**config.mk**
```make
export PLATFORM = sky130hd
export DESIGN_NAME = deadline_slot_task_selector
export DESIGN_NICKNAME = d
export VERILOG_FILES = /design/src/hw/rtl/dsts_pkg.sv /design/src/hw/rtl/dsts_ctrl.sv /design/src/hw/rtl/dsts_dpath.sv /design/src/hw/rtl/deadline_slot_task_selector.sv
export SDC_FILE = /design/constraint.sdc
export NUM_CORES = 1
export LEC_CHECK = 0
export BUFFER_PORTS_ARGS = -buffer_cell sky130_fd_sc_hd__buf_2
export CELL_PAD_IN_SITES_DETAIL_PLACEMENT = 1
export CELL_PAD_IN_SITES_GLOBAL_PLACEMENT = 2
export CORE_MARGIN = 4
export CORE_UTILIZATION = 40
export DETAILED_ROUTE_END_ITERATION = 10
export HOLD_SLACK_MARGIN = 0.03
export PLACE_DENSITY = 0.81
export SETUP_SLACK_MARGIN = 0.4
export SLEW_MARGIN = 10
export SYNTH_ARGS = -nofsm -noshare
export SYNTH_HDL_FRONTEND = slang
export SYNTH_HIERARCHICAL = 1
export SYNTH_SLANG_ARGS = --single-unit
```
**constraint.sdc**
```tcl
create_clock -name clk -period 3.7 [get_ports clk]
set_clock_uncertainty 0.05 [all_clocks]
set_input_delay 0 -clock clk [delete_from_list [all_inputs] [get_ports clk]]
set_output_delay 0 -clock clk [all_outputs]
set_load 0.05 [all_outputs]
```
**src/hw/rtl/dsts_pkg.sv**
```systemverilog
package dsts_pkg;

	// fixed field widths on the ports
	localparam int unsigned FIELD_W     = 7;
	localparam int unsigned TASK_NUM_W  = 4;
	localparam int unsigned S_TDATA_W   = 16;
	localparam int unsigned M_TDATA_W   = 8;

	typedef struct packed {
		logic load;        // store the accepted word as a task
		logic set_start;   // last word of the set taken: reset loop state
		logic clr_step;    // clear one slot of the slot map
		logic sel_start;   // begin a selection scan
		logic sel_step;    // advance the selection scan
		logic sel_take;    // retire the chosen task and start its walk
		logic walk_step;   // advance the slot walk
		logic mark_start;  // latch the run to be occupied
		logic mark_step;   // occupy one slot
		logic emit;        // move pending result out, hold the new one
		logic flush;       // send the closing result of the run
	} cmd_t;

	typedef struct packed {
		logic clr_last;
		logic iter_end;
		logic sel_done;
		logic hit;
		logic fail;
		logic dur_zero;
		logic mark_last;
		logic pend_vld;
		logic out_free;
	} stat_t;

endpackage

```
**src/hw/rtl/dsts_ctrl.sv**
```systemverilog
module dsts_ctrl (
	input  logic            clk,
	input  logic            arst_n,
	input  logic            s_tvalid,
	input  logic            s_tlast,
	output logic            s_tready,
	input  dsts_pkg::stat_t stat,
	output dsts_pkg::cmd_t  cmd
);
	import dsts_pkg::*;

	localparam logic [2:0] ST_LOAD  = 3'd0;
	localparam logic [2:0] ST_CLEAR = 3'd1;
	localparam logic [2:0] ST_NEXT  = 3'd2;
	localparam logic [2:0] ST_SEL   = 3'd3;
	localparam logic [2:0] ST_WALK  = 3'd4;
	localparam logic [2:0] ST_MARK  = 3'd5;
	localparam logic [2:0] ST_EMIT  = 3'd6;
	localparam logic [2:0] ST_FLUSH = 3'd7;

	logic [2:0] state_q;
	logic [2:0] state_d;

	always_comb begin
		state_d  = state_q;
		cmd      = '0;
		s_tready = 1'b0;
		case (state_q)
			ST_LOAD: begin
				s_tready = 1'b1;
				if (s_tvalid) begin
					cmd.load = 1'b1;
					if (s_tlast) begin
						cmd.set_start = 1'b1;
						state_d       = ST_CLEAR;
					end
				end
			end
			ST_CLEAR: begin
				cmd.clr_step = 1'b1;
				if (stat.clr_last) begin
					state_d = ST_NEXT;
				end
			end
			ST_NEXT: begin
				if (stat.iter_end) begin
					state_d = ST_FLUSH;
				end else begin
					cmd.sel_start = 1'b1;
					state_d       = ST_SEL;
				end
			end
			ST_SEL: begin
				cmd.sel_step = 1'b1;
				if (stat.sel_done) begin
					cmd.sel_take = 1'b1;
					state_d      = ST_WALK;
				end
			end
			ST_WALK: begin
				cmd.walk_step = 1'b1;
				if (stat.hit) begin
					cmd.mark_start = 1'b1;
					state_d        = stat.dur_zero ? ST_EMIT : ST_MARK;
				end else if (stat.fail) begin
					state_d = ST_NEXT;
				end
			end
			ST_MARK: begin
				cmd.mark_step = 1'b1;
				if (stat.mark_last) begin
					state_d = ST_EMIT;
				end
			end
			ST_EMIT: begin
				// wait for the output register only when a word has to move out
				if (!stat.pend_vld || stat.out_free) begin
					cmd.emit = 1'b1;
					state_d  = ST_NEXT;
				end
			end
			ST_FLUSH: begin
				if (stat.out_free) begin
					cmd.flush = 1'b1;
					state_d   = ST_LOAD;
				end
			end
			default: begin
				state_d = ST_LOAD;
			end
		endcase
	end

	always_ff @(posedge clk or negedge arst_n) begin
		if (!arst_n) begin
			state_q <= ST_LOAD;
		end else begin
			state_q <= state_d;
		end
	end

endmodule

```
**src/hw/rtl/dsts_dpath.sv**
```systemverilog
module dsts_dpath #(
	parameter int unsigned MAX_TASKS = 16,
	parameter int unsigned MAX_SLOTS = 64
) (
	input  logic                                clk,
	input  logic                                arst_n,
	input  logic [dsts_pkg::S_TDATA_W-1:0]      s_tdata,
	input  dsts_pkg::cmd_t                      cmd,
	output dsts_pkg::stat_t                     stat,
	input  logic                                m_tready,
	output logic                                m_tvalid,
	output logic [dsts_pkg::M_TDATA_W-1:0]      m_tdata,
	output logic                                m_tuser,
	output logic                                m_tlast
);
	import dsts_pkg::*;

	// slot values 0..MAX_SLOTS, slot map addressed by slot - 1
	localparam int unsigned SW   = $clog2(MAX_SLOTS + 1);
	localparam int unsigned CW   = (SW > FIELD_W) ? SW : FIELD_W;
	localparam int unsigned AW   = (MAX_SLOTS > 1) ? $clog2(MAX_SLOTS) : 1;
	localparam int unsigned CNTW = $clog2(MAX_TASKS + 1);
	localparam int unsigned TAW  = (MAX_TASKS > 1) ? $clog2(MAX_TASKS) : 1;
	localparam int unsigned IXW  = (TAW > TASK_NUM_W) ? TAW : TASK_NUM_W;
	localparam int unsigned KW   = 2 * SW;

	// task store: {duration, deadline}
	logic [KW-1:0]  task_mem [MAX_TASKS];
	logic [KW-1:0]  task_rd_s1;
	logic           slot_mem [MAX_SLOTS];
	logic           slot_rd_s1;

	logic [CNTW-1:0] cnt_q;
	logic [CNTW-1:0] iter_q;
	logic [CNTW-1:0] scan_q;
	logic [MAX_TASKS-1:0] done_q;
	logic [AW-1:0]   clr_q;

	logic            srv_s1;
	logic [TAW-1:0]  sidx_s1;
	logic            best_vld_q;
	logic [KW-1:0]   best_q;
	logic [TAW-1:0]  best_idx_q;

	logic [SW-1:0]   iss_q;
	logic            wrv_s1;
	logic [SW-1:0]   wslot_s1;
	logic [SW-1:0]   run_q;
	logic [SW-1:0]   run_inc;
	logic [SW-1:0]   mk_q;
	logic [SW-1:0]   mcnt_q;

	logic            pend_vld_q;
	logic [TAW-1:0]  pend_idx_q;
	logic            out_vld_q;
	logic [TASK_NUM_W-1:0] out_num_q;
	logic            out_none_q;
	logic            out_last_q;

	logic [CW-1:0]   in_dur_ext;
	logic [CW-1:0]   in_dl_ext;
	logic [SW-1:0]   in_dur;
	logic [SW-1:0]   in_dl;
	logic [SW-1:0]   best_dur;
	logic [SW-1:0]   best_dl;
	logic            cand_better;
	logic            free_slot;
	logic            out_free;
	logic [IXW-1:0]  pend_ext;

	// saturate incoming fields at the slot count
	assign in_dur_ext = CW'(s_tdata[FIELD_W-1:0]);
	assign in_dl_ext  = CW'(s_tdata[2*FIELD_W-1:FIELD_W]);
	assign in_dur = (in_dur_ext > CW'(MAX_SLOTS)) ? SW'(MAX_SLOTS) : SW'(in_dur_ext);
	assign in_dl  = (in_dl_ext  > CW'(MAX_SLOTS)) ? SW'(MAX_SLOTS) : SW'(in_dl_ext);

	assign best_dur = best_q[KW-1:SW];
	assign best_dl  = best_q[SW-1:0];

	// ties on duration and deadline keep the earlier index: scan runs upwards
	assign cand_better = srv_s1 && !done_q[sidx_s1] &&
	                     (!best_vld_q || (task_rd_s1 < best_q));

	assign free_slot = wrv_s1 && !slot_rd_s1;
	assign run_inc   = run_q + SW'(1);
	assign out_free  = !out_vld_q || m_tready;
	assign pend_ext  = IXW'(pend_idx_q);

	always_comb begin
		stat           = '0;
		stat.clr_last  = (clr_q == AW'(MAX_SLOTS - 1));
		stat.iter_end  = (iter_q == cnt_q);
		stat.sel_done  = (scan_q == cnt_q) && !srv_s1;
		stat.hit       = free_slot && ((best_dur == '0) || (run_inc >= best_dur));
		stat.fail      = !wrv_s1 && (iss_q == '0);
		stat.dur_zero  = (best_dur == '0);
		stat.mark_last = (mcnt_q == SW'(1));
		stat.pend_vld  = pend_vld_q;
		stat.out_free  = out_free;
	end

	// memories
	always_ff @(posedge clk) begin
		if (cmd.load && (cnt_q < CNTW'(MAX_TASKS))) begin
			task_mem[cnt_q[TAW-1:0]] <= {in_dur, in_dl};
		end
		task_rd_s1 <= task_mem[scan_q[TAW-1:0]];
	end

	always_ff @(posedge clk) begin
		if (cmd.clr_step) begin
			slot_mem[clr_q] <= 1'b0;
		end else if (cmd.mark_step) begin
			slot_mem[AW'(mk_q - SW'(1))] <= 1'b1;
		end
		slot_rd_s1 <= slot_mem[AW'(iss_q - SW'(1))];
	end

	// payload registers
	always_ff @(posedge clk) begin
		if (cmd.sel_step && srv_s1 == 1'b0 && scan_q != cnt_q) begin
			sidx_s1 <= scan_q[TAW-1:0];
		end else if (cmd.sel_step) begin
			sidx_s1 <= scan_q[TAW-1:0];
		end
		if (cand_better && cmd.sel_step) begin
			best_q     <= task_rd_s1;
			best_idx_q <= sidx_s1;
		end
		if (cmd.walk_step && iss_q != '0) begin
			wslot_s1 <= iss_q;
		end
		if (cmd.mark_start) begin
			mk_q <= wslot_s1;
		end else if (cmd.mark_step) begin
			mk_q <= mk_q + SW'(1);
		end
		if (cmd.emit) begin
			pend_idx_q <= best_idx_q;
		end
	end

	// control registers
	always_ff @(posedge clk or negedge arst_n) begin
		if (!arst_n) begin
			cnt_q      <= '0;
			iter_q     <= '0;
			scan_q     <= '0;
			done_q     <= '0;
			clr_q      <= '0;
			srv_s1     <= 1'b0;
			best_vld_q <= 1'b0;
			iss_q      <= '0;
			wrv_s1     <= 1'b0;
			run_q      <= '0;
			mcnt_q     <= '0;
			pend_vld_q <= 1'b0;
			out_vld_q  <= 1'b0;
			out_num_q  <= '0;
			out_none_q <= 1'b0;
			out_last_q <= 1'b0;
		end else begin
			// drop excess tasks once the store is full
			if (cmd.flush) begin
				cnt_q <= '0;
			end else if (cmd.load && (cnt_q < CNTW'(MAX_TASKS))) begin
				cnt_q <= cnt_q + CNTW'(1);
			end

			if (cmd.set_start) begin
				iter_q <= '0;
				done_q <= '0;
				clr_q  <= '0;
			end else begin
				if (cmd.clr_step) begin
					clr_q <= clr_q + AW'(1);
				end
				if (cmd.sel_take) begin
					iter_q              <= iter_q + CNTW'(1);
					done_q[best_idx_q]  <= 1'b1;
				end
			end

			if (cmd.sel_start) begin
				scan_q     <= '0;
				srv_s1     <= 1'b0;
				best_vld_q <= 1'b0;
			end else if (cmd.sel_step) begin
				srv_s1 <= (scan_q != cnt_q);
				if (scan_q != cnt_q) begin
					scan_q <= scan_q + CNTW'(1);
				end
				if (cand_better) begin
					best_vld_q <= 1'b1;
				end
			end

			// walk the slot map downwards from the deadline
			if (cmd.sel_take) begin
				iss_q  <= best_dl;
				wrv_s1 <= 1'b0;
				run_q  <= '0;
			end else if (cmd.walk_step) begin
				wrv_s1 <= (iss_q != '0);
				if (iss_q != '0) begin
					iss_q <= iss_q - SW'(1);
				end
				if (wrv_s1) begin
					run_q <= slot_rd_s1 ? '0 : run_inc;
				end
			end

			if (cmd.mark_start) begin
				mcnt_q <= best_dur;
			end else if (cmd.mark_step) begin
				mcnt_q <= mcnt_q - SW'(1);
			end

			// hold one result back so the closing word can carry tlast
			if (cmd.emit) begin
				pend_vld_q <= 1'b1;
			end else if (cmd.flush) begin
				pend_vld_q <= 1'b0;
			end

			if ((cmd.emit && pend_vld_q) || cmd.flush) begin
				out_vld_q  <= 1'b1;
				out_num_q  <= pend_vld_q ? pend_ext[TASK_NUM_W-1:0] : '0;
				out_none_q <= cmd.flush && !pend_vld_q;
				out_last_q <= cmd.flush;
			end else if (m_tready) begin
				out_vld_q <= 1'b0;
			end
		end
	end

	assign m_tvalid = out_vld_q;
	assign m_tdata  = M_TDATA_W'(out_num_q);
	assign m_tuser  = out_none_q;
	assign m_tlast  = out_last_q;

endmodule

```
**src/hw/rtl/deadline_slot_task_selector.sv**
```systemverilog
// Loading: one task word per cycle, no result.
// Scheduling after the tlast word: the slot map is cleared slot by slot, then per task a
// selection scan over the task store and a slot walk down from its deadline; if the walk
// finds room, slots are occupied one by one (one slot map port) and it is handed over.
// Results leave through an output register; one word per set carries tlast.
// arst_n clears all control state; the slot map is cleared at the start of every set.
module deadline_slot_task_selector #(
	parameter int unsigned MAX_TASKS = 16,
	parameter int unsigned MAX_SLOTS = 64
) (
	input  logic                            clk,
	input  logic                            arst_n,
	input  logic                            s_tvalid,
	output logic                            s_tready,
	input  logic [dsts_pkg::S_TDATA_W-1:0]  s_tdata,  // duration[6:0], deadline[13:7]
	input  logic                            s_tlast,  // final_task
	output logic                            m_tvalid,
	input  logic                            m_tready,
	output logic [dsts_pkg::M_TDATA_W-1:0]  m_tdata,  // task_number[3:0]
	output logic                            m_tuser,  // none_chosen
	output logic                            m_tlast   // end_of_list
);
	import dsts_pkg::*;

	cmd_t  cmd;
	stat_t stat;

	dsts_ctrl u_ctrl (
		.clk      (clk),
		.arst_n   (arst_n),
		.s_tvalid (s_tvalid),
		.s_tlast  (s_tlast),
		.s_tready (s_tready),
		.stat     (stat),
		.cmd      (cmd)
	);

	dsts_dpath #(
		.MAX_TASKS (MAX_TASKS),
		.MAX_SLOTS (MAX_SLOTS)
	) u_dpath (
		.clk      (clk),
		.arst_n   (arst_n),
		.s_tdata  (s_tdata),
		.cmd      (cmd),
		.stat     (stat),
		.m_tready (m_tready),
		.m_tvalid (m_tvalid),
		.m_tdata  (m_tdata),
		.m_tuser  (m_tuser),
		.m_tlast  (m_tlast)
	);

endmodule
```
* Yosys cells after proc, flatten, opt, wreduce, memory -nomap -nowiden
Memories as Yosys holds them, arrays and structs flattened. A register that Yosys moved wholly into a read port is not among the register bits.
Index checks and enable logic that the tools add are counted.
** Operators by class
- $add $sub $neg :: 9
- Magnitude comparators :: 8
- Equal/unequal tests :: 20
- Muxes and demuxes :: 80
- Bitwise gates (word level) :: 2
- Reduce and logical (&&, ||, !) cells :: 49
** Operator list (number)
- 2-to-1 mux 7 bit :: 13
- 2-to-1 mux 5 bit :: 7
- 2-to-1 mux 1 bit :: 34
- 2-to-1 mux 16 bit :: 2
- 2-to-1 mux 3 bit :: 10
- nonzero test 2 bit :: 13
- case mux 3 bit (8 select lines) :: 1
- 2-to-1 mux 6 bit :: 3
- OR 16 bit :: 1
- adder 5 x 1 -> 5 bit, second input constant :: 3
- adder 7 x 1 -> 7 bit, second input constant :: 2
- > comparator 7 bit, second input constant :: 2
- logical AND 1 bit :: 14
- zero test 7 bit :: 2
- less-than comparator 14 bit :: 1
- subtractor 7 x 1 -> 7 bit, second input constant :: 2
- equality test 3 bit, second input constant :: 4
- 2-to-1 mux 4 bit :: 3
- equality test 5 bit :: 2
- less-than comparator 4 x 5 -> 1 bit, second input constant :: 2
- 2-to-1 mux 2 bit :: 5
- != test 2 bit, second input constant :: 5
- AND reduction 2 bit :: 4
- AND reduction 8 bit :: 1
- 20 further kinds :: 32
** Word-level totals
- Bits in registers :: 112
- Bits in writable memories :: 288
- Bits of input ports :: 21
- Output and inout bits :: 12
- Logic and storage cells :: 193
- Memories :: 2
** Memory list
- u_dpath.task_mem :: words 16, bits a word 14, rd ports 1, clocked after Yosys merged registers in 1, write ports 1, line dsts_dpath.sv:28 : logic [KW-1:0] task_mem [MAX_TASKS];
- u_dpath.slot_mem :: words 64, bits a word 1, rd ports 1, clocked after Yosys merged registers in 1, write ports 1, line dsts_dpath.sv:30 : logic slot_mem [MAX_SLOTS];

* Depth between registers and ports, before layout
Gate-level depths: netlist (run 1).
- Depth after elaboration :: 8
- Mapped depth :: 14
- Depth with buffers taken out :: 13

* Modules after synthesis
Netlist (run 1), hierarchy kept.
** By module, submodules not included
- dsts_dpath :: times used 1, cells an instance 1070, area an instance 17202.7 sq um, seq. area each 11816.3 sq um
- dsts_ctrl :: times used 1, cells an instance 44, area an instance 360.3 sq um, seq. area each 75.1 sq um

* Least setup slack after synthesis (run 1)
OpenSTA, ideal clock, no wires.
- Path kind :: register to register
- Start point :: register u_ctrl.state_q[0]
- End point :: memory u_dpath.slot_mem[7], enable pin
- Setup time :: 300 ps
- Arrival time :: 3218 ps
- Required time :: 3350 ps
- Slack :: 132 ps
- Stages on the path, launching flop included :: 11
- Path buffers :: 4
- Path through :: dfrtp_1 > buf_2 > inv_1 > nor3_1 > buf_2 > nand2b_1 > inv_1 > clkbuf_1 > a31oi_1 > clkbuf_1 > nor2_1
** RTL lines
- start: declaration :: line dsts_ctrl.sv:21 : logic [2:0] state_q;
- start signal: assignment :: line dsts_ctrl.sv:98 : state_q <= state_d;
- end: declaration :: line dsts_dpath.sv:30

==> summary.txt, run 1 <==
Clock tree
  – Root Buffer: clkbuf_16
  – CTS tree: built
  – Clock Tree Buf Depth: 3
  – Clock buffer count from CTS: 43
  – CTS clk-pin slew, worst paths: 60 ps
  – Post-CTS Setup Bufs: 0
  – H-tree depth: 2
  – Sink Count: 413
  – Clock Latency Late Sink: 550 ps

Global route
  – Vias in the first global route: approximately 10000
  – Global route total overflow: 0
  – Gr usage total: 0.165
  – First-pass GRT wire length: 60600 µm
  – Initial antenna violation count: 0
  – Pin count of the biggest net entering global routing: 73

Logic synthesis
  – Cell area after synthesis: 0.0176 mm²
  – Seq cells post-synth: 413
  – Cells after Synth: 1114
  – Cell accounting for the most synthesized area: edfxtp_1
  – Top cells by area, synth: edfxtp_1, mux4_2, dfrtp_1
  – Top_reg_cell synth: edfxtp_1
  – Cell variety after synth: 56
  – EDFF count, synth: 326
  – Synth top area share: 0.557
  – Avg Inst Size Synth: 15.8 µm²
  – Post-synthesis sequential area ratio: 0.677
  – Yosys warning count: 6
  – Asr flop ratio synth: 0.174

STA
  – Fin crit period: 3040 ps
  – Final setup fails: 0
  – Least-Margin Pin Slew: 1060 ps
  – Final hold violations: 0
  – Tcrit/Tclk final: 0.822
  – Rel. slew slack: 0.291
  – RSZ-0062 raised after global routing: false
  – Setup tns final: 0 ps
  – Slew Limit Fails: 0
  – Highest clock rate: 329 MHz

Finish
  – Ant diodes: 0
  – Fin nets: 1234
  – Fill cells: 4202
  – Multi-input gate area: 0.00528 mm²
  – Register area: 0.0119 mm²
  – Layout cell share with drive strength beyond 1: 0.186
  – Final core utilization: 0.461
  – Commonest non-fill, non-tap cell in the layout: edfxtp_1
  – Area Growth Syn to Fin: 13.5%
  – Most frequent cells in the layout: edfxtp_1, nor2_1, mux4_2, dfrtp_1, nand2_1

Drt
  – Wl on met1: 16100 µm
  – DR iter-0 viols: 632
  – Wire length on met3: 1450 µm
  – Vias/cell: 5.29
  – Max layer used: met4
  – DRT antenna net count: 0
  – Total Routed Length: about 38000 µm
  – First drt pass iteration count: 4
  – DR vias: 9507
  – Drt wl/cell: 21.4 µm
  – Drt drc: 0
  – Met2 Wirelength: 20100 µm

Floorplanning
  – Die width: 218 µm
  – Core ar.: 0.0433 mm²
  – Boundary Pins: 33
  – Starting density of the core: 0.406
  – Die height: 218 µm
  – Row cnt: 76
  – Die area: between 0.04 and 0.05 mm²

Critical path
  – Critical path, cell by cell: ha_1 -> nand3_1 -> nor2_1 -> xor2_1 -> ha_1 -> or2_2 -> nor2_1 -> nor3b_1 -> o31a_1 -> and2_2 -> mux2_2
  – Crit. End Element: register
  – Delay-heaviest family, CP: simple AND/OR/NAND/NOR gates
  – Worst Setup Start Kind: register
  – CP Depth: 11
  – FF-to-FF End: u_dpath/mk_q[1]$_DFFE_PP_
  – Max Fanout on Critical Path: 13
  – Worst setup startpoint: u_dpath/run_q[0]$_DFFE_PN0P_
  – Setup slack, reg-to-reg: 660 ps
  – Critical Path Max Stage Delay: approximately 430 ps
  – Critical-path top delay cell: dfrtp_1
  – Worst r2r src: u_dpath/run_q[0]$_DFFE_PN0P_
  – Buf/Inv on CP: 0
  – Crit path DAT: 3290 ps
  – R2R depth: 11
  – Worst Setup EP: u_dpath/mk_q[1]$_DFFE_PP_
  – Worst EP required: 3950 ps
  – Kind of critical path: register to register

Pwr
  – PD cells: between 400 and 500 mW/mm²
  – Max rail drop VDD: 0.510 mV
  – Leakage: 6.33 nW

Job
  – Max_cap viols: 0

Placement
  – Placer congestion estimate: 0.731
  – Buffers added on ports: 26
  – DPL Wire Length: 23600 µm

Worst hold path
  – Worst min path class: input port to async pin

Status
  – Status: completed
final cells by class:
| class | instances | area share |
|---|---|---|
| inverters | 30 | 0.00565 |
| repair buffers | 77 | 0.0287 |
| clock inverters | 19 | 0.0101 |
| well taps | 585 | 0.0367 |
| flip-flops and latches | 413 | 0.597 |
| clock buffers | 59 | 0.0575 |
| multi-input cells | 614 | 0.265 |
power breakdown:
| group | leakage [nW] | internal, W | switching, W | total [W] |
|---|---|---|---|---|
| combinational | 2.20 | 0.0000229 | 0.0000649 | 0.0000879 |
| sequential | 3.47 | 0.00499 | 0 | 0.00499 |
| clock | 0.661 | 0.00240 | 0.00177 | 0.00417 |
Yosys cell counts (all sizes together), types with 6 or more instances:
library cell  number
nand3             10
inv               30
nor3              13
xnor2             23
nand2             62
nor2             135
nor2b             20
o21ai             30
edfxtp           326
a31oi             14
dfxtp             15
nand2b             7
mux2i              7
xor2              29
and2              21
and3               6
mux4              94
a21oi             32
clkbuf            29
ha                34
a21o              10
dfrtp             72
buf               31
nand4              9
nor3b             10
stage by stage:
step / instances / area, µm² / hold WS, ps / setup slack, ps / power (W)
4_1_cts: 1797 / 19900 / 91.2 / 505 / 0.00936
2_1_floorplan: 1117 / 17600 / -346 / 725 / 0.00512
6_report: 1797 / 19900 / 80.9 / 657 / 0.00925
3_5_place_dp: 1701 / 18400 / 169 / 541 / 0.00516
5_1_grt: 1797 / 19900 / 141 / 425 / 0.00960
3_3_place_gp: 1701 / 18400 / 154 / 581 / 0.00516
cells by family after synthesis:
group                      count (synthesis)  share of synthesized area
AOI/OAI and AO/OA                        110                     0.0392
xor gates and xnor gates                  52                     0.0259
adders and majority gates                 34                     0.0242
buffers and inverters                     90                     0.0235
DFF                                      413                      0.677
muxes                                    103                      0.126
other                                      1                   0.000214
and+or+nand+nor                          311                     0.0841
per-layer routing:
layer | vias to the layer above | track usage
met5 | - | 0
met4 | 0 | 0.0388
met3 | 63 | 0.0272
met2 | 175 | 0.295
met1 | 4944 | 0.213
li1 | 4325 | -
sequential cells by signal, summed over array words and instances, names as in the netlist, 5 cells and up:
| signal | count |
|---|---|
| u_dpath/best_q | 14 |
| u_dpath/clr_q | 6 |
| u_dpath/cnt_q | 5 |
| u_dpath/done_q | 16 |
| u_dpath/iss_q | 7 |
| u_dpath/iter_q | 5 |
| u_dpath/mcnt_q | 7 |
| u_dpath/mk_q | 6 |
| u_dpath/run_q | 7 |
| u_dpath/scan_q | 5 |
| u_dpath/slot_mem | 64 |
| u_dpath/task_mem | 224 |
| u_dpath/task_rd_s1 | 14 |
| u_dpath/wslot_s1 | 6 |
worst min-delay path by stage:
stage	to	slack, ps
finish	u_dpath/cnt_q[4]$_DFFE_PN0P_	80
CTS	u_dpath/cnt_q[0]$_DFFE_PN0P_	90
global placement	u_dpath/cnt_q[0]$_DFFE_PN0P_	150
detailed placement	u_dpath/cnt_q[0]$_DFFE_PN0P_	170
floorplan	u_ctrl/state_q[0]$_DFFE_PN0P_	-350
global route	u_dpath/cnt_q[0]$_DFFE_PN0P_	140
what timing repair did:
item                                    CTS  global route
endpoints found under the setup margin    0            12
resized for setup                         0             2
endpoints found under the hold margin   298             0
hold buffers                             18             0
Power figures use the tool's default switching activity.
==> run 2: changes to the inputs <==
--- a/config.mk
+++ b/config.mk
@@ -12,7 +12,7 @@
 export CORE_UTILIZATION = 40
 export DETAILED_ROUTE_END_ITERATION = 10
 export HOLD_SLACK_MARGIN = 0.03
-export PLACE_DENSITY = 0.81
+export PLACE_DENSITY = 0.78
 export SETUP_SLACK_MARGIN = 0.4
 export SLEW_MARGIN = 10
 export SYNTH_ARGS = -nofsm -noshare
==> constraint.sdc (replaced) <==
create_clock -name clk -period 2.92 [get_ports clk]
set_clock_uncertainty 0.05 [all_clocks]
set_input_delay 0 -clock clk [delete_from_list [all_inputs] [get_ports clk]]
set_output_delay 0 -clock clk [all_outputs]
set_load 0.05 [all_outputs]
==> run 2 against run 1 <==
  * Final cell count up 2.2%
  * Sequential cell count unchanged
  * Global-route usage up 0.75 points
  * Register-to-register slack worse by 430 ps
  * Clock-buffer cell count down 2
  * Clock power up 28%
  * Worst setup slack worse by 430 ps
  * Non-clock buffer count up 35
  * Wire length up 6.1%
  * Core utilization up 2.2 points
  * Hold slack better by 6.9 ps
  * Critical path depth unchanged
==> summary.txt, run 2 (same netlist as run 1, synthesis figures left out) <==
Drt
  – Drt drc: 0 (unchanged)
  – Total Routed Length: 40800 µm (+6.1%)
  – DRT antenna net count: 0 (unchanged)
  – Vias/cell: 5.34 (+0.86%)
  – DR iter-0 viols: 648 (+2.5%)
  – DR vias: 9797 (+3.1%)
  – First drt pass iteration count: 4 (unchanged)
  – Drt wl/cell: 22.2 µm (+3.9%)

STA
  – Final setup margin: 227 ps (-430 ps)
  – Slew Limit Fails: 0 (unchanged)
  – Final setup fails: 0 (unchanged)
  – Setup tns final: 0 ps (unchanged)
  – Least-Margin Pin Slew: 1110 ps (+53.8 ps)
  – Rel. slew slack: 0.255 (-0.0359)
  – Highest clock rate: 371 MHz (+13%)
  – Fin crit period: 2690 ps (-350 ps)
  – Tcrit/Tclk final: 0.922 (+0.0997)
  – Final hold violations: 0 (unchanged)
  – RSZ-0062 raised after global routing: true

Critical path
  – Crit path DAT: 3060 ps (-230 ps)
  – Critical Path Max Stage Delay: 430 ps (about the same)
  – Critical path, cell by cell: ha_4 -> xor2_1 -> ha_1 -> nor2b_1 -> o21ai_1 -> a21oi_2 -> o31a_1 -> nor2_1 -> a32oi_2 -> a222oi_1 -> nand2_1
  – Worst r2r src: u_dpath/run_q[1]$_DFFE_PN0P_
  – Crit. End Element: register
  – Kind of critical path: register to register
  – Worst Setup Start Kind: register
  – Worst setup startpoint: u_dpath/run_q[1]$_DFFE_PN0P_
  – Max Fanout on Critical Path: 4 (-9)
  – Critical-path top delay cell: dfrtp_1
  – Worst EP required: 3290 ps (-660 ps)

Clock tree
  – Sink Count: 413 (unchanged)
  – Clock Latency Late Sink: 550 ps (about the same)
  – H-tree depth: 2 (unchanged)
  – Clock Tree Buf Depth: 3 (unchanged)
  – CTS clk-pin slew, worst paths: 60 ps (about the same)
  – Clock buffer count from CTS: 43 (unchanged)
  – Root Buffer: clkbuf_16
  – CTS tree: built

Global route
  – Vias in the first global route: 10376 (-0.40%)
  – Global route total overflow: 0 (unchanged)
  – First-pass GRT wire length: 62700 µm (+3.4%)
  – Initial antenna violation count: 0 (unchanged)
  – Pin count of the biggest net entering global routing: 73 (unchanged)
  – Gr usage total: 0.173 (+0.00751)

Pwr
  – Leakage: 6.72 nW (+6.3%)
  – Max rail drop VDD: 0.455 mV (-11%)
  – PD cells: 562 mW/mm² (+21%)

Finish
  – Fin nets: 1272 (+3.1%)
  – Area Growth Syn to Fin: 19.1%
  – Fill cells: 4157 (-1.1%)
  – Most frequent cells in the layout: edfxtp_1, nor2_1, mux4_2, dfrtp_1, nand2_1
  – Layout cell share with drive strength beyond 1: 0.277 (+0.0901)
  – Ant diodes: 0 (unchanged)
  – Final core utilization: 0.483 (+0.0225)
  – Max reg flops: 224 (unchanged)
  – Commonest non-fill, non-tap cell in the layout: edfxtp_1

Floorplanning
  – Boundary Pins: 33 (unchanged)
  – Die area: 0.0473 mm² (unchanged)
  – Core ar.: 0.0433 mm² (unchanged)
  – Starting density of the core: 0.406 (unchanged)
  – Row cnt: 76 (unchanged)
  – Die width: 218 µm (unchanged)
  – Die height: 218 µm (unchanged)

Status
  – Status: completed

Placement
  – DPL Wire Length: 25300 µm (+7.0%)
  – Dpl ws: 161 ps (-380 ps)
  – Placer congestion estimate: 0.755 (+3.2%)
  – Buffers added on ports: 26 (unchanged)

Job
  – Max_cap viols: 0 (unchanged)

Worst hold path
  – Worst min path class: input port to async pin
==> run 2: metrics by stage <==
step | std cells | cell area, µm² | hold WS [ps] | total power (W)
floorplan | 1117 | 17700 | -346 | 0.00649
global placement | 1717 | 18700 | 164 | 0.00654
detailed placement | 1717 | 18700 | 176 | 0.00654
CTS | 1821 | 20500 | 52.2 | 0.0119
global route | 1836 | 20900 | 198 | 0.0122
finish | 1836 | 20900 | 87.8 | 0.0118
==> run 2: metal layers <==
layer	GRT usage	part of all wire	up-vias
met2	0.305	0.52	163
met3	0.0251	0.031	50
met5	0	0	-
met1	0.229	0.43	5169
li1	-	-	4415
met4	0.0358	0.015	0
==> run 2: layout make-up <==
type	count	area [µm²]	share of cell area
repair buffers	112	1050	0.0500
clock buffers	57	1200	0.0573
flip-flops and latches	413	11900	0.569
clock inverters	22	173	0.00826
multi-input cells	617	5750	0.275
inverters	30	115	0.00550
well taps	585	732	0.0350
==> run 2: critical path, delay by kind of cell (launching register included) <==
family                     cells  cell delay, ps
xor gates and xnor gates       1             150
DFF                            1             430
AOI/OAI and AO/OA              5            1040
adders and majority gates      2             470
and+or+nand+nor                3             430
==> run 2: path summary, 6_finish.rpt <==
kind / end / slack (ps) / cells after the start
min in group clk: u_dpath/m_tvalid$_DFFE_PN0P_ / 300 / 4
min reg2reg: u_dpath/best_q[6]$_DFFE_PP_ / 390 / 0
max reg2reg: u_ctrl/state_q[2]$_DFFE_PN0P_ / 230 / 11
min: u_dpath/iter_q[0]$_DFFE_PN0P_ / 90 / 2
max in group asynchronous: u_dpath/scan_q[0]$_DFFE_PN0P_ / 1960 / 2
max: u_ctrl/state_q[2]$_DFFE_PN0P_ / 230 / 11
==> run 2: power breakdown <==
part           internal (W)  switching, W  total [W]
logic             0.0000299     0.0000830   0.000113
registers           0.00632             0    0.00632
clock network       0.00307       0.00225    0.00532
total               0.00943       0.00233     0.0118
==> run 2: timing repair <==
action	in CTS	in global routing
setup endpoints to repair	94	274
resized for setup	25	77
gates cloned	1	4
hold buffers	18	1
endpoints found under the hold margin	284	4
pin swaps	8	12
setup buffers	6	9
